## config.mk

```make
export PLATFORM = sky130hd
export DESIGN_NAME = lgs_rule
export DESIGN_NICKNAME = d
export VERILOG_FILES = /design/src/rtl/life_grid_generation_step_unit_defines.svh /design/src/rtl/lgs_pkg.sv /design/src/rtl/lgs_rule.sv
export SDC_FILE = /design/constraint.sdc
export NUM_CORES = 1
export LEC_CHECK = 0
export ABC_AREA = 0
export BUFFER_PORTS_ARGS = -buffer_cell sky130_fd_sc_hd__buf_2
export CAP_MARGIN = 20
export CORE_MARGIN = 2
export CORE_UTILIZATION = 56
export DETAILED_ROUTE_END_ITERATION = 12
export PLACE_DENSITY = 0.86
export SYNTH_ARGS = -nofsm -noshare
export SYNTH_HDL_FRONTEND = slang
export SYNTH_SLANG_ARGS = --single-unit
```

## constraint.sdc

```tcl
create_clock -name vclk -period 5.6
set_input_delay 1.12 -clock vclk [all_inputs]
set_output_delay 1.12 -clock vclk [all_outputs]
set_load 0.01 [all_outputs]
```

## src/rtl/life_grid_generation_step_unit_defines.svh

```systemverilog
// Assertion macros shared by the life grid RTL.
`ifndef LIFE_GRID_GENERATION_STEP_UNIT_DEFINES_SVH
`define LIFE_GRID_GENERATION_STEP_UNIT_DEFINES_SVH

`ifndef ASSERT_OFF
`define ASSERT_IMPLY(label, clk, rst_n, ante, cons) \
  label: assert property (@(posedge clk) disable iff (!rst_n) (ante) |-> (cons)) \
    else $error("assertion failed: same-cycle implication");
`define ASSERT_NEXT(label, clk, rst_n, ante, cons) \
  label: assert property (@(posedge clk) disable iff (!rst_n) (ante) |=> (cons)) \
    else $error("assertion failed: next-cycle implication");
`else
`define ASSERT_IMPLY(label, clk, rst_n, ante, cons)
`define ASSERT_NEXT(label, clk, rst_n, ante, cons)
`endif

`endif

```

## src/rtl/lgs_pkg.sv

```systemverilog
// Shared types and constants of the life grid step unit.
package lgs_pkg;

  localparam logic [1:0] CMD_SET   = 2'd0;
  localparam logic [1:0] CMD_CLEAR = 2'd1;
  localparam logic [1:0] CMD_STEP  = 2'd2;

  localparam logic REG_COLS = 1'b0;
  localparam logic REG_ROWS = 1'b1;

  localparam logic [3:0] BIRTH_COUNT   = 4'd3;
  localparam logic [3:0] SURVIVE_COUNT = 4'd2;

  typedef enum logic {
    ST_IDLE,
    ST_STEP
  } state_t;

  typedef struct packed {
    logic       shift;
    logic       clear;
    logic       set;
    logic [5:0] row;
    logic [5:0] col;
    logic       value;
  } cell_ctrl_t;

endpackage

```

## src/rtl/lgs_rule.sv

```systemverilog
// B3/S23 rule applied to every column of one row from a three-row window.
module lgs_rule #(
  parameter int WIDTH = 64
) (
  input  logic [WIDTH-1:0] up,
  input  logic [WIDTH-1:0] mid,
  input  logic [WIDTH-1:0] dn,
  input  logic [WIDTH-1:0] mask,
  output logic [WIDTH-1:0] nrow
);
  import lgs_pkg::*;

  logic [WIDTH+1:0] up_x;
  logic [WIDTH+1:0] mid_x;
  logic [WIDTH+1:0] dn_x;

  assign up_x  = {1'b0, up, 1'b0};
  assign mid_x = {1'b0, mid, 1'b0};
  assign dn_x  = {1'b0, dn, 1'b0};

  always_comb begin
    logic [3:0] n;
    for (int c = 0; c < WIDTH; c++) begin
      n = {3'b0, up_x[c]} + {3'b0, up_x[c+1]} + {3'b0, up_x[c+2]}
        + {3'b0, mid_x[c]} + {3'b0, mid_x[c+2]}
        + {3'b0, dn_x[c]} + {3'b0, dn_x[c+1]} + {3'b0, dn_x[c+2]};
      nrow[c] = mask[c] && ((n == BIRTH_COUNT) || ((n == SURVIVE_COUNT) && mid[c]));
    end
  end

endmodule

```

---- Yosys cells after proc, flatten, opt, wreduce, memory -nomap -nowiden ----
Cells that the tools add are included.
word-level totals
  bits in registers ....................... 0
  input port bits ......................... 256
operators by class
  add/subtract/negate cells ............... 441
  eq/ne operators ......................... 128
  reductions and logical operators ........ 192
operator list
  kind                number
  $add 4x1->4         252
  $eq 4x2->1 const B  128
  $add 3x1->4         63
  $add 2x1->3         63
  $logic_and 1x1->1   128
  $add 1x1->2         63
  $logic_or 1x1->1    64

---- Longest topological paths before layout ----
  depth in word-level cells ............... 11
  mapped depth ............................ 10

---- Worst setup path before layout ----
Ideal clock, no wire load.
  path type ............................... input-to-output
  start point ............................. in up[19]
  end point ............................... out nrow[20]
  arrival ................................. 3.725 ns
  required time ........................... 4.480 ns
  slack ................................... 0.755 ns
  stages .................................. 9
  path buffers ............................ 0
  cells stage by stage .................... inv_1 -> fa_1 -> fa_1 -> fa_1 -> inv_1 -> ha_1 -> fa_1 -> or2_2 -> a21oi_1
on the way
  cells in the longest elaborated chain, start to end .. 11
RTL lines
  item                         RTL line        text
  start: declaration           lgs_rule.sv:5   input logic [WIDTH-1:0] up,
  $add 1x1->2 *                lgs_rule.sv:24  n = {3'b0, up_x[c]} + {3'b0, up_x[c+1]} + {3'b0, up_x[c+2]}
  $add 2x1->3 *                lgs_rule.sv:24
  $add 3x1->4 *                lgs_rule.sv:25  + {3'b0, mid_x[c]} + {3'b0, mid_x[c+2]}
  $add 4x1->4 *                lgs_rule.sv:25
  $add 4x1->4 * (3 in series)  lgs_rule.sv:26  + {3'b0, dn_x[c]} + {3'b0, dn_x[c+1]} + {3'b0, dn_x[c+2]};
  $eq 4x2->1                   lgs_rule.sv:27  nrow[c] = mask[c] && ((n == BIRTH_COUNT) || ((n == SURVIVE_COUNT) && mid[c]));
  $logic_and 1x1->1            lgs_rule.sv:27
  $logic_or 1x1->1 *           lgs_rule.sv:27
  $logic_and 1x1->1 *          lgs_rule.sv:27
  end: declaration             lgs_rule.sv:9   output logic [WIDTH-1:0] nrow
Mark *: on every way between the ends. The rest lies on a longest branch, timed or not.

---- Worst setup path after layout ----
  start point ............................. in up[26]
  end point ............................... out nrow[27]
Same word-level chain as after synthesis.

==> results.md <==
- Outcome: complete, no violations
- Initial antenna violation count: 6
- Cell breakdown of the critical path: buf_2, inv_1, fa_1, fa_1, fa_1, inv_1, ha_1, fa_1, or2_2, a21oi_1, buf_2
- Die H: 143 um
- IO Count: 320
- Leak: about 7.5 nW
- Endpoints failing setup: 0
- CP most frequent cell: fa_1
- Pins Over Slew Limit: 0
- Post-DP HPWL: 23.0 mm
- Power Dens Cells: about 170 nW/um2
- Initial DRC Count: 200
- Worst path max stage delay: ~0.56 ns
- Buffer count from post-CTS setup fixing: 0
- Critical Path Start Type: input port
- Syn nets: between 1500 and 2000
- M1 WL: about 9 mm
- Post-Synthesis Cells: 1198
- Filler cell count: between 1500 and 2000
- Worst slew pin tran: about 0.25 ns
- Layout Area Growth over Synthesis: 17.9%
- Total negative slack: 0 ns
- Via density: 4.97
- NumNets Final: between 2000 and 2500
- WL met2: 12.6 mm
- YS warnings: 0
- Mapped Avg Cell Area: 9.10 um2
- I/O Buffers: 320
- Post-layout min period: ~5.3 ns
- Detail Route Antenna Nets: 0
- Gr ovfl total: 0
- Synth area leaders: fa_1 (46%), ha_1 (22%), inv_1 (15%)
- WL/cell: ~13 um
- Crit path max fanout: 2
- First-pass GRT wire length: 40.1 mm
- Cell taking the most area after synthesis: fa_1
- Layout cells sized above 1: 23.2%
- Clock buffer count in the final layout: 0
- Cts repair resizes: 0
- Final period util: between 90% and 100%
- Die Area: 20600 um2
- Vias in the first global route: between 9000 and 10000
- Die width: 143 um
- Core area: approximately 19000 um2
- Seq cells: 0
- Yosys top cell area share: 46.3%
- Final core occ: between 60% and 70%
- RSZ-0062 raised after global routing: false
- Netlist Area Pre-Place: roughly 11000 um2
- Final wirelength: around 24 mm
- Remaining DRCs: 0
- Row Count: 51
- Largest net degree at the start of global routing: 4
- Area of the multi-input gates: just over 9000 um2
- CP required: 4.48 ns
- Fmax achieved: between 150 and 200 MHz
- Slew Limit Headroom: between 80 and 90%
- Worst path arrival time: between 4 and 5 ns
- Final hold violations: 0
- Max VDD drop: 0.0000995 V
- Hold crit path type: input port to primary output
- Hold Path Depth: 4
- Hold buffer count at cts: 0
- Highest routing layer actually used: met5
- Sequential cell area: 0 um2
- GRT Overall Usage: 23.4%
- DR WL met3: roughly 1.5 mm
- Crit path kind: input port to primary output
- Crit. End Element: primary output
- Initial Util: 56.5%
- Via count: slightly below 9000
- Max-capacitance violation count: 0
- GP Congestion: 0.850
- Sequential-to-total area share from yosys stat: 0%
- First-pass DRT Iterations: 4
- Post-synth cell types: 19
- Crit-path slowest cell: fa_1
==> power by group <==
| part | total (W) | switching, W | internal [W] |
|---|---|---|---|
| logic | 0.00213 | 0.00115 | 0.000980 |
| registers | 0 | 0 | 0 |
| clock network | 0.000000000143 | 0 | 0.000000000143 |
==> worst max-delay path, delay by kind of cell <==
| kind | cells | cell delay (ns) |
|---|---|---|
| AOI/OAI and AO/OA | 1 | 0.23 |
| adders and majority gates | 5 | 2.10 |
| buffers and inverters | 4 | 0.41 |
| and+or+nand+nor | 1 | 0.28 |
==> cell usage after synthesis <==
cell,instances
ha_1,188
a2111oi_2,1
o211ai_1,54
nand2b_1,8
nor2_1,2
or2_0,16
a31oi_1,1
o2111ai_1,7
a211oi_1,1
fa_1,252
or2_2,30
nand3_1,54
a21oi_1,115
nand3b_1,7
nand2_1,9
nor3_1,1
or2_1,8
inv_1,443
nor2b_2,1
==> final timing paths <==
check / startpoint / end
max: up[26] / nrow[27]
min: mask[63] / nrow[63]
==> kinds of logic after synthesis <==
| family | Yosys count | share of synthesized area (%) |
|---|---|---|
| buffers and inverters | 443 | 15.3 |
| adders and majority gates | 440 | 67.9 |
| AOI/OAI and AO/OA | 179 | 9.83 |
| and+or+nand+nor | 136 | 7.03 |
==> metrics by stage <==
stage	hold WS (ns)	cell area, um2	instances	setup WS, ns	power (W)
after global placement	2.55	12800	1783	0.472	0.00198
after global routing	2.57	12800	1786	0.286	0.00251
final	2.55	12800	1789	0.335	0.00213
after CTS	2.55	12800	1783	0.385	0.00216
after detailed placement	2.55	12800	1783	0.392	0.00214
after floorplan	2.34	10900	1198	0.755	0.00153
==> layout make-up <==
class / count / area share [%]
Tap cell: 265 / 2.58
Timing Repair Buffer: 320 / 12.5
Inverter: 443 / 12.9
Multi-Input combinational cell: 755 / 71.9
Antenna cell: 6 / 0.117
==> placed cells by master (no fill, tap or decap), drive strengths merged <==
| cell | n |
|---|---|
| inv | 443 |
| buf | 320 |
| fa | 252 |
| ha | 188 |
| a21oi | 115 |
| nand3 | 54 |
| o211ai | 54 |
| or2 | 54 |
| nand2 | 9 |
| nand2b | 8 |
| nand3b | 7 |
| o2111ai | 7 |
| diode | 6 |
| nor2 | 2 |
| nor2b | 1 |
| a31oi | 1 |
| a2111oi | 1 |
| a211oi | 1 |
| nor3 | 1 |
==> per-layer routing <==
| metal | GRT usage [%] | vias to the layer above |
|---|---|---|
| li1 | - | 4306 |
| met1 | 27.3 | 4245 |
| met2 | 45.2 | 280 |
| met3 | 3.13 | 50 |
| met4 | 5.73 | 4 |
| met5 | 0 | - |
Note: power is estimated with default switching activity, not from simulation.
