**src/rtl/life_grid_generation_step_unit_defines.svh**
```systemverilog
// Assertion macros shared by the life grid RTL.
`ifndef LIFE_GRID_GENERATION_STEP_UNIT_DEFINES_SVH
`define LIFE_GRID_GENERATION_STEP_UNIT_DEFINES_SVH

`ifndef ASSERT_OFF
`define ASSERT_IMPLY(label, clk, rst_n, ante, cons) \
  label: assert property (@(posedge clk) disable iff (!rst_n) (ante) |-> (cons)) \
    else $error("assertion failed: same-cycle implication");
`define ASSERT_NEXT(label, clk, rst_n, ante, cons) \
  label: assert property (@(posedge clk) disable iff (!rst_n) (ante) |=> (cons)) \
    else $error("assertion failed: next-cycle implication");
`else
`define ASSERT_IMPLY(label, clk, rst_n, ante, cons)
`define ASSERT_NEXT(label, clk, rst_n, ante, cons)
`endif

`endif

```
**src/rtl/lgs_pkg.sv**
```systemverilog
// Shared types and constants of the life grid step unit.
package lgs_pkg;

  localparam logic [1:0] CMD_SET   = 2'd0;
  localparam logic [1:0] CMD_CLEAR = 2'd1;
  localparam logic [1:0] CMD_STEP  = 2'd2;

  localparam logic REG_COLS = 1'b0;
  localparam logic REG_ROWS = 1'b1;

  localparam logic [3:0] BIRTH_COUNT   = 4'd3;
  localparam logic [3:0] SURVIVE_COUNT = 4'd2;

  typedef enum logic {
    ST_IDLE,
    ST_STEP
  } state_t;

  typedef struct packed {
    logic       shift;
    logic       clear;
    logic       set;
    logic [5:0] row;
    logic [5:0] col;
    logic       value;
  } cell_ctrl_t;

endpackage

```
**src/rtl/lgs_row_cell.sv**
```systemverilog
// One grid row: a link of the row chain with local set and clear.
module lgs_row_cell #(
  parameter int WIDTH = 64,
  parameter int INDEX = 0
) (
  input  logic                clk,
  input  logic                rst_n,
  input  lgs_pkg::cell_ctrl_t ctrl,
  input  logic [WIDTH-1:0]    shift_in,
  output logic [WIDTH-1:0]    row_q
);
  import lgs_pkg::*;

  localparam int IW = (INDEX > 63) ? 9 : 6;

  logic [WIDTH-1:0] row_r;
  logic [WIDTH-1:0] row_nxt;
  logic             hit;

  assign hit = ctrl.set && (IW'(ctrl.row) == IW'(INDEX));

  always_comb begin
    row_nxt = row_r;
    if (ctrl.clear) begin
      row_nxt = '0;
    end else if (ctrl.shift) begin
      row_nxt = shift_in;
    end else if (hit) begin
      for (int b = 0; b < WIDTH; b++) begin
        if (ctrl.col == 6'(b)) begin
          row_nxt[b] = ctrl.value;
        end
      end
    end
  end

  always_ff @(posedge clk) begin
    if (!rst_n) begin
      row_r <= '0;
    end else begin
      row_r <= row_nxt;
    end
  end

  assign row_q = row_r;

endmodule

```
**config.mk**
```make
export PLATFORM = sky130hd
export DESIGN_NAME = lgs_row_cell
export DESIGN_NICKNAME = d
export VERILOG_FILES = /design/src/rtl/life_grid_generation_step_unit_defines.svh /design/src/rtl/lgs_pkg.sv /design/src/rtl/lgs_row_cell.sv
export SDC_FILE = /design/constraint.sdc
export NUM_CORES = 1
export LEC_CHECK = 0
export BUFFER_PORTS_ARGS = -buffer_cell sky130_fd_sc_hd__buf_2
export CORE_MARGIN = 5
export CORE_UTILIZATION = 40
export CTS_CLUSTER_DIAMETER = 120
export CTS_CLUSTER_SIZE = 10
export DETAILED_ROUTE_END_ITERATION = 6
export HOLD_SLACK_MARGIN = 0.12
export MAX_ROUTING_LAYER = met4
export PLACE_DENSITY = 0.79
export SETUP_SLACK_MARGIN = 0.4
export SYNTH_ARGS = -nofsm -noshare
export SYNTH_HDL_FRONTEND = slang
export SYNTH_SLANG_ARGS = --single-unit
```
**constraint.sdc**
```tcl
create_clock -name clk -period 3.2 [get_ports clk]
set_clock_uncertainty 0.2 [all_clocks]
set_input_delay 0.48 -clock clk [delete_from_list [all_inputs] [get_ports clk]]
set_output_delay 0.48 -clock clk [all_outputs]
set_load 0.005 [all_outputs]
```
Word level (Yosys, flattened, before mapping)
Index checks and enable logic that the tools add are counted.
{"block": "op_classes", "eq_ne": 63, "muxes": 66, "bitwise": 1, "reduce_logical": 133}
{"operator": "6-bit equality test, second input constant", "n": 32}
{"operator": "2-bit nonzero test", "n": 65}
{"operator": "64-bit two-way mux", "n": 2}
{"operator": "2-bit AND reduction", "n": 64}
{"operator": "6-bit by 5-bit equality test with 1-bit output, second input constant", "n": 16}
{"operator": "1-bit two-way mux", "n": 64}
{"operator": "6-bit by 4-bit equality test with 1-bit output, second input constant", "n": 8}
{"operator": "6-bit by 3-bit equality test with 1-bit output, second input constant", "n": 4}
{"operator": "6-bit by 2-bit equality test with 1-bit output, second input constant", "n": 2}
{"operator": "6-bit logical NOT", "n": 2}
{"operator": "6-bit by 1-bit equality test with 1-bit output, second input constant", "n": 1}
{"operator": "2-bit OR reduction", "n": 1}
{"operator": "1-bit logical AND", "n": 1}
{"operator": "1-bit NOT", "n": 1}
{"block": "totals", "regBits": 64, "in_bits": 82, "out_inout_bits": 64, "word_cells": 327}

Longest topological paths before layout
{"block": "depth", "depth_word": 4, "depth_mapped": 6, "ltp_nobuf": 4}

Worst setup path before layout
OpenSTA, ideal clock, no wires.
{"block": "synth_path", "path_type": "in2reg", "from": "input ctrl[9] (netlist name)", "to": "register row_r[21] (netlist: row_q[21])", "setup_time_ps": 132, "arrival_time_ps": 1922, "t_required_ps": 2868, "path_slack_ps": 945, "cell_stages": 5, "n_path_buf": 1, "path_cell_list": "or4b_4 > buf_6 > or4b_4 > o211ai_2 > a21oi_1"}
{"block": "synth_via", "elab_chain_len": 4}
{"item": "start: declaration", "line_no": "lgs_row_cell.sv:8", "source": "input lgs_pkg::cell_ctrl_t ctrl,"}
{"item": "6-bit logical NOT", "line_no": "lgs_row_cell.sv:20", "source": "assign hit = ctrl.set && (IW'(ctrl.row) == IW'(INDEX));"}
{"item": "1-bit logical AND", "line_no": "lgs_row_cell.sv:20"}
{"item": "2-bit nonzero test (no source line)"}
{"item": "2-bit AND reduction (no source line)"}
{"item": "end signal: assignment", "line_no": "lgs_row_cell.sv:41", "source": "row_r <= row_nxt;"}
{"item": "end: declaration", "line_no": "lgs_row_cell.sv:16", "source": "logic [WIDTH-1:0] row_r;"}
No other way between the ends.
A chain may end at the register's enable or synchronous reset.

Worst setup path in the final report
{"block": "layout_path", "from": "input ctrl[8] (netlist name)", "to": "register row_r[11] (netlist: row_q[11])"}
Same word-level chain as after synthesis.

==> run_results.csv <==
group,metric,value,unit
run_status,status,"complete, no violations",
cts,hold_buffers,0,
cts,cts_buffer_depth,2,
route,vias,3821,
synthesis,syn_area_per_cell,8.72,sq um
cts,cts-buffers-inserted,9,
setup_path,critPathCaptureType,"register",
cts,clkTransAtPathRegs,80,ps
route,ant_nets,0,
worst_hold_path,hold_path_class,"in2reg",
route,drtIter0Drc,340,
setup_path,required,3280,ps
setup_path,cp_top_family,"simple AND/OR/NAND/NOR gates",
layout,diodes,0,
timing,period_share,0.706,
route,dr.pass1.iters,6,
synthesis,synth-main-ff-cell,"dfxtp_1",
synthesis,synth-edff-count,0,
placed_design,finalWeightedCongestion,0.908,
floorplanning,core,8220,sq um
synthesis,syn_nets,467,
setup_path,crit_fanout,8,
worst_hold_path,hold_start,"shift_in[7]",
synthesis,synth-seq-cells,64,
floorplanning,die_width,102,um
setup_path,max_stage_delay,710,ps
synthesis,synth_area,3360,sq um
flow_run,max_cap_viol_count,0,
setup_path,regToRegStartpoint,"row_q[25]$_SDFFE_PP0P_",
synthesis,yosysTopAreaCellShare,0.382,
cts,tritoncts,"built",
setup_path,r2r_slack,2170,ps
floorplanning,initial_core_util,0.409,
cts,cts_setup_buffers,0,
global_route,antenna_found_initial,0,
timing,setup_tns,0,ps
global_route,grt_max_degree,43,
global_route,grt_pass1_vias,3825,
worst_hold_path,hold_end,"row_q[7]$_SDFFE_PP0P_",
setup_path,critPathBufInv,2,
placed_design,place_inst,607,
floorplanning,rows,33,
power,p_per_area,413,nW/um^2
global_route,grt_remaining_overflow,0,
worst_hold_path,hold_path_depth,3,
synthesis,synth.area.top_cells,"dfxtp_1, o211ai_1, a22oi_1, a21oi_1, clkbuf_1",
setup_path,critPathLaunchType,"input pin",
timing,slew_headroom,0.444,
route,drc,0,
timing,rsz0062_at_grt,"no",
cts,ctsResizeCount,0,
layout,finish.instance_area,4350,sq um
route,wirelength,13.0,mm
synthesis,synth_cells,385,
timing,finalHoldViolCount,0,
synthesis,synth_area_leader_cell,"dfxtp_1",
timing,tightest_slew,834,ps
setup_path,worst_ep_arrival_time,2340,ps
route,route.detailed.wl_per_inst,20.9,um
synthesis,yosysWarnings,0,
layout,final_util,0.529,
floorplanning,dieHeight,102,um
global_route,grt_usage,0.259,
layout,final_layout_size_suffix_gt1_frac,0.376,
power,irDropWorstVdd,0.000247,V
global_route,grt_pass1_wl,20.0,mm
setup_path,cp_cell_sequence,"buf_2, or4b_1, nor4_2, buf_4, a22oi_1, a21oi_1",
floorplanning,die_area,10300,sq um
floorplanning,io_pins,146,
layout,synthToLayoutAreaGrowth,29.5,%
cts,cts.sinks,64,
layout,instances_no_fill,623,
timing,slew_viol_final,0,
setup_path,reg2reg_depth,2,
synthesis,seq_area_frac_synth,0.382,
placed_design,place_hpwl,9.55,mm
cts,cts_root_buf,"clkbuf_8",
synthesis,async_reset_ff_frac,0,
power,p_leak,1.76,nW
layout,largest_reg_flops,64,
cts,clk_latency,360,ps
placed_design,io_buffers,145,
setup_path,path_class,"in2reg",
synthesis,synth_cell_type_count,40,
cts,cts.htree.levels,3,
layout,fillers,792,
setup_path,r2r-end,"row_q[25]$_SDFFE_PP0P_",
placed_design,postPlaceCellArea,4150,sq um
timing,fmax,443,MHz
timing,period_minus_slack,2260,ps
setup_path,slowest_stage,"or4b_1",
timing,setup_viol,0,
route,viasPerCell,6.13,
layout,fin_nets,595,
-- worst max-delay path by stage --
stage,startpoint,cells after the start,slack (ps),endpoint
6_report,ctrl[8],6,940,row_q[11]$_SDFFE_PP0P_
5_1_grt,ctrl[8],6,870,row_q[2]$_SDFFE_PP0P_
4_1_cts,ctrl[8],6,1020,row_q[11]$_SDFFE_PP0P_
3_5_place_dp,ctrl[8],6,650,row_q[11]$_SDFFE_PP0P_
3_3_place_gp,ctrl[9],5,690,row_q[37]$_SDFFE_PP0P_
2_1_floorplan,ctrl[9],5,950,row_q[21]$_SDFFE_PP0P_
-- stage by stage --
step	hold WS (ps)	worst slack [ps]	power, W
global placement	268	694	0.00110
CTS	181	1020	0.00180
floorplan	264	945	0.000991
finish	184	941	0.00180
global route	175	871	0.00187
detailed placement	277	646	0.00111
-- worst min-delay path: stages --
cell and delay (ps):
buf_2 100, inv_1 40, a221oi_1 60
-- cells in the mapped netlist (3+ instances only) --
| library cell | count |
|---|---|
| nand4_1 | 5 |
| a32oi_1 | 7 |
| nor4b_1 | 3 |
| nand2_1 | 7 |
| inv_1 | 12 |
| nand2b_1 | 6 |
| o21ai_0 | 9 |
| nor2_1 | 7 |
| nor3_2 | 4 |
| nand3_1 | 8 |
| a21oi_1 | 63 |
| nand4b_1 | 3 |
| nor3_4 | 3 |
| a22oi_1 | 45 |
| nor4b_4 | 3 |
| buf_2 | 6 |
| clkbuf_1 | 33 |
| dfxtp_1 | 64 |
| a221oi_1 | 12 |
| nor3_1 | 7 |
| o211ai_1 | 48 |
| and2_1 | 4 |
-- kinds of logic (layout without fill, tap and decap cells) --
| kind of cell | count (synthesis) | in the layout | synth area share |
|---|---|---|---|
| buffers and inverters | 56 | 189 | 0.0693 |
| AND/OR/NAND/NOR | 74 | 74 | 0.167 |
| flip-flops | 64 | 64 | 0.382 |
| AO/OA/AOI/OAI | 191 | 191 | 0.382 |
-- cell type report --
type	instances	area (sq um)	area share
tap	105	131	0.0302
clock inverter	7	72.6	0.0167
clock buffer	9	124	0.0285
timing repair buffer	160	838	0.193
inverter	13	48.8	0.0112
multi-input combinational	265	1850	0.426
sequential	64	1280	0.295
-- placed cells by master, fill, tap and decap left out, drive strengths merged, types with 6 or more instances in the layout --
cell type | synthesis | routed
nand2b | 6 | 6
clkbuf | 33 | 9
nor3 | 14 | 14
nor4b | 7 | 7
nand2 | 7 | 7
dfxtp | 64 | 64
nor2 | 7 | 7
a221oi | 12 | 12
a22oi | 45 | 45
inv | 12 | 12
nand3 | 8 | 8
o21ai | 11 | 11
a32oi | 7 | 7
buf | 10 | 160
a21oi | 63 | 63
o211ai | 50 | 50
-- per-layer routing --
metal | GRT usage | up-vias | share of wire
met3 | 0.0613 | 25 | 0.096
met4 | 0.0920 | 0 | 0.020
met2 | 0.398 | 222 | 0.47
met1 | 0.332 | 1806 | 0.41
li1 | - | 1768 | -
met5 | - | - | 0
-- report_power, final --
| part | internal [W] | leakage, nW | total, W | switching [W] |
|---|---|---|---|---|
| Clock | 0.000359 | 0.0952 | 0.000707 | 0.000348 |
| Combinational | 0.000106 | 1.14 | 0.000253 | 0.000146 |
| Sequential | 0.000823 | 0.522 | 0.000838 | 0.0000151 |
| Total | 0.00129 | 1.76 | 0.00180 | 0.000509 |
Note: power is estimated with default switching activity, not from simulation.
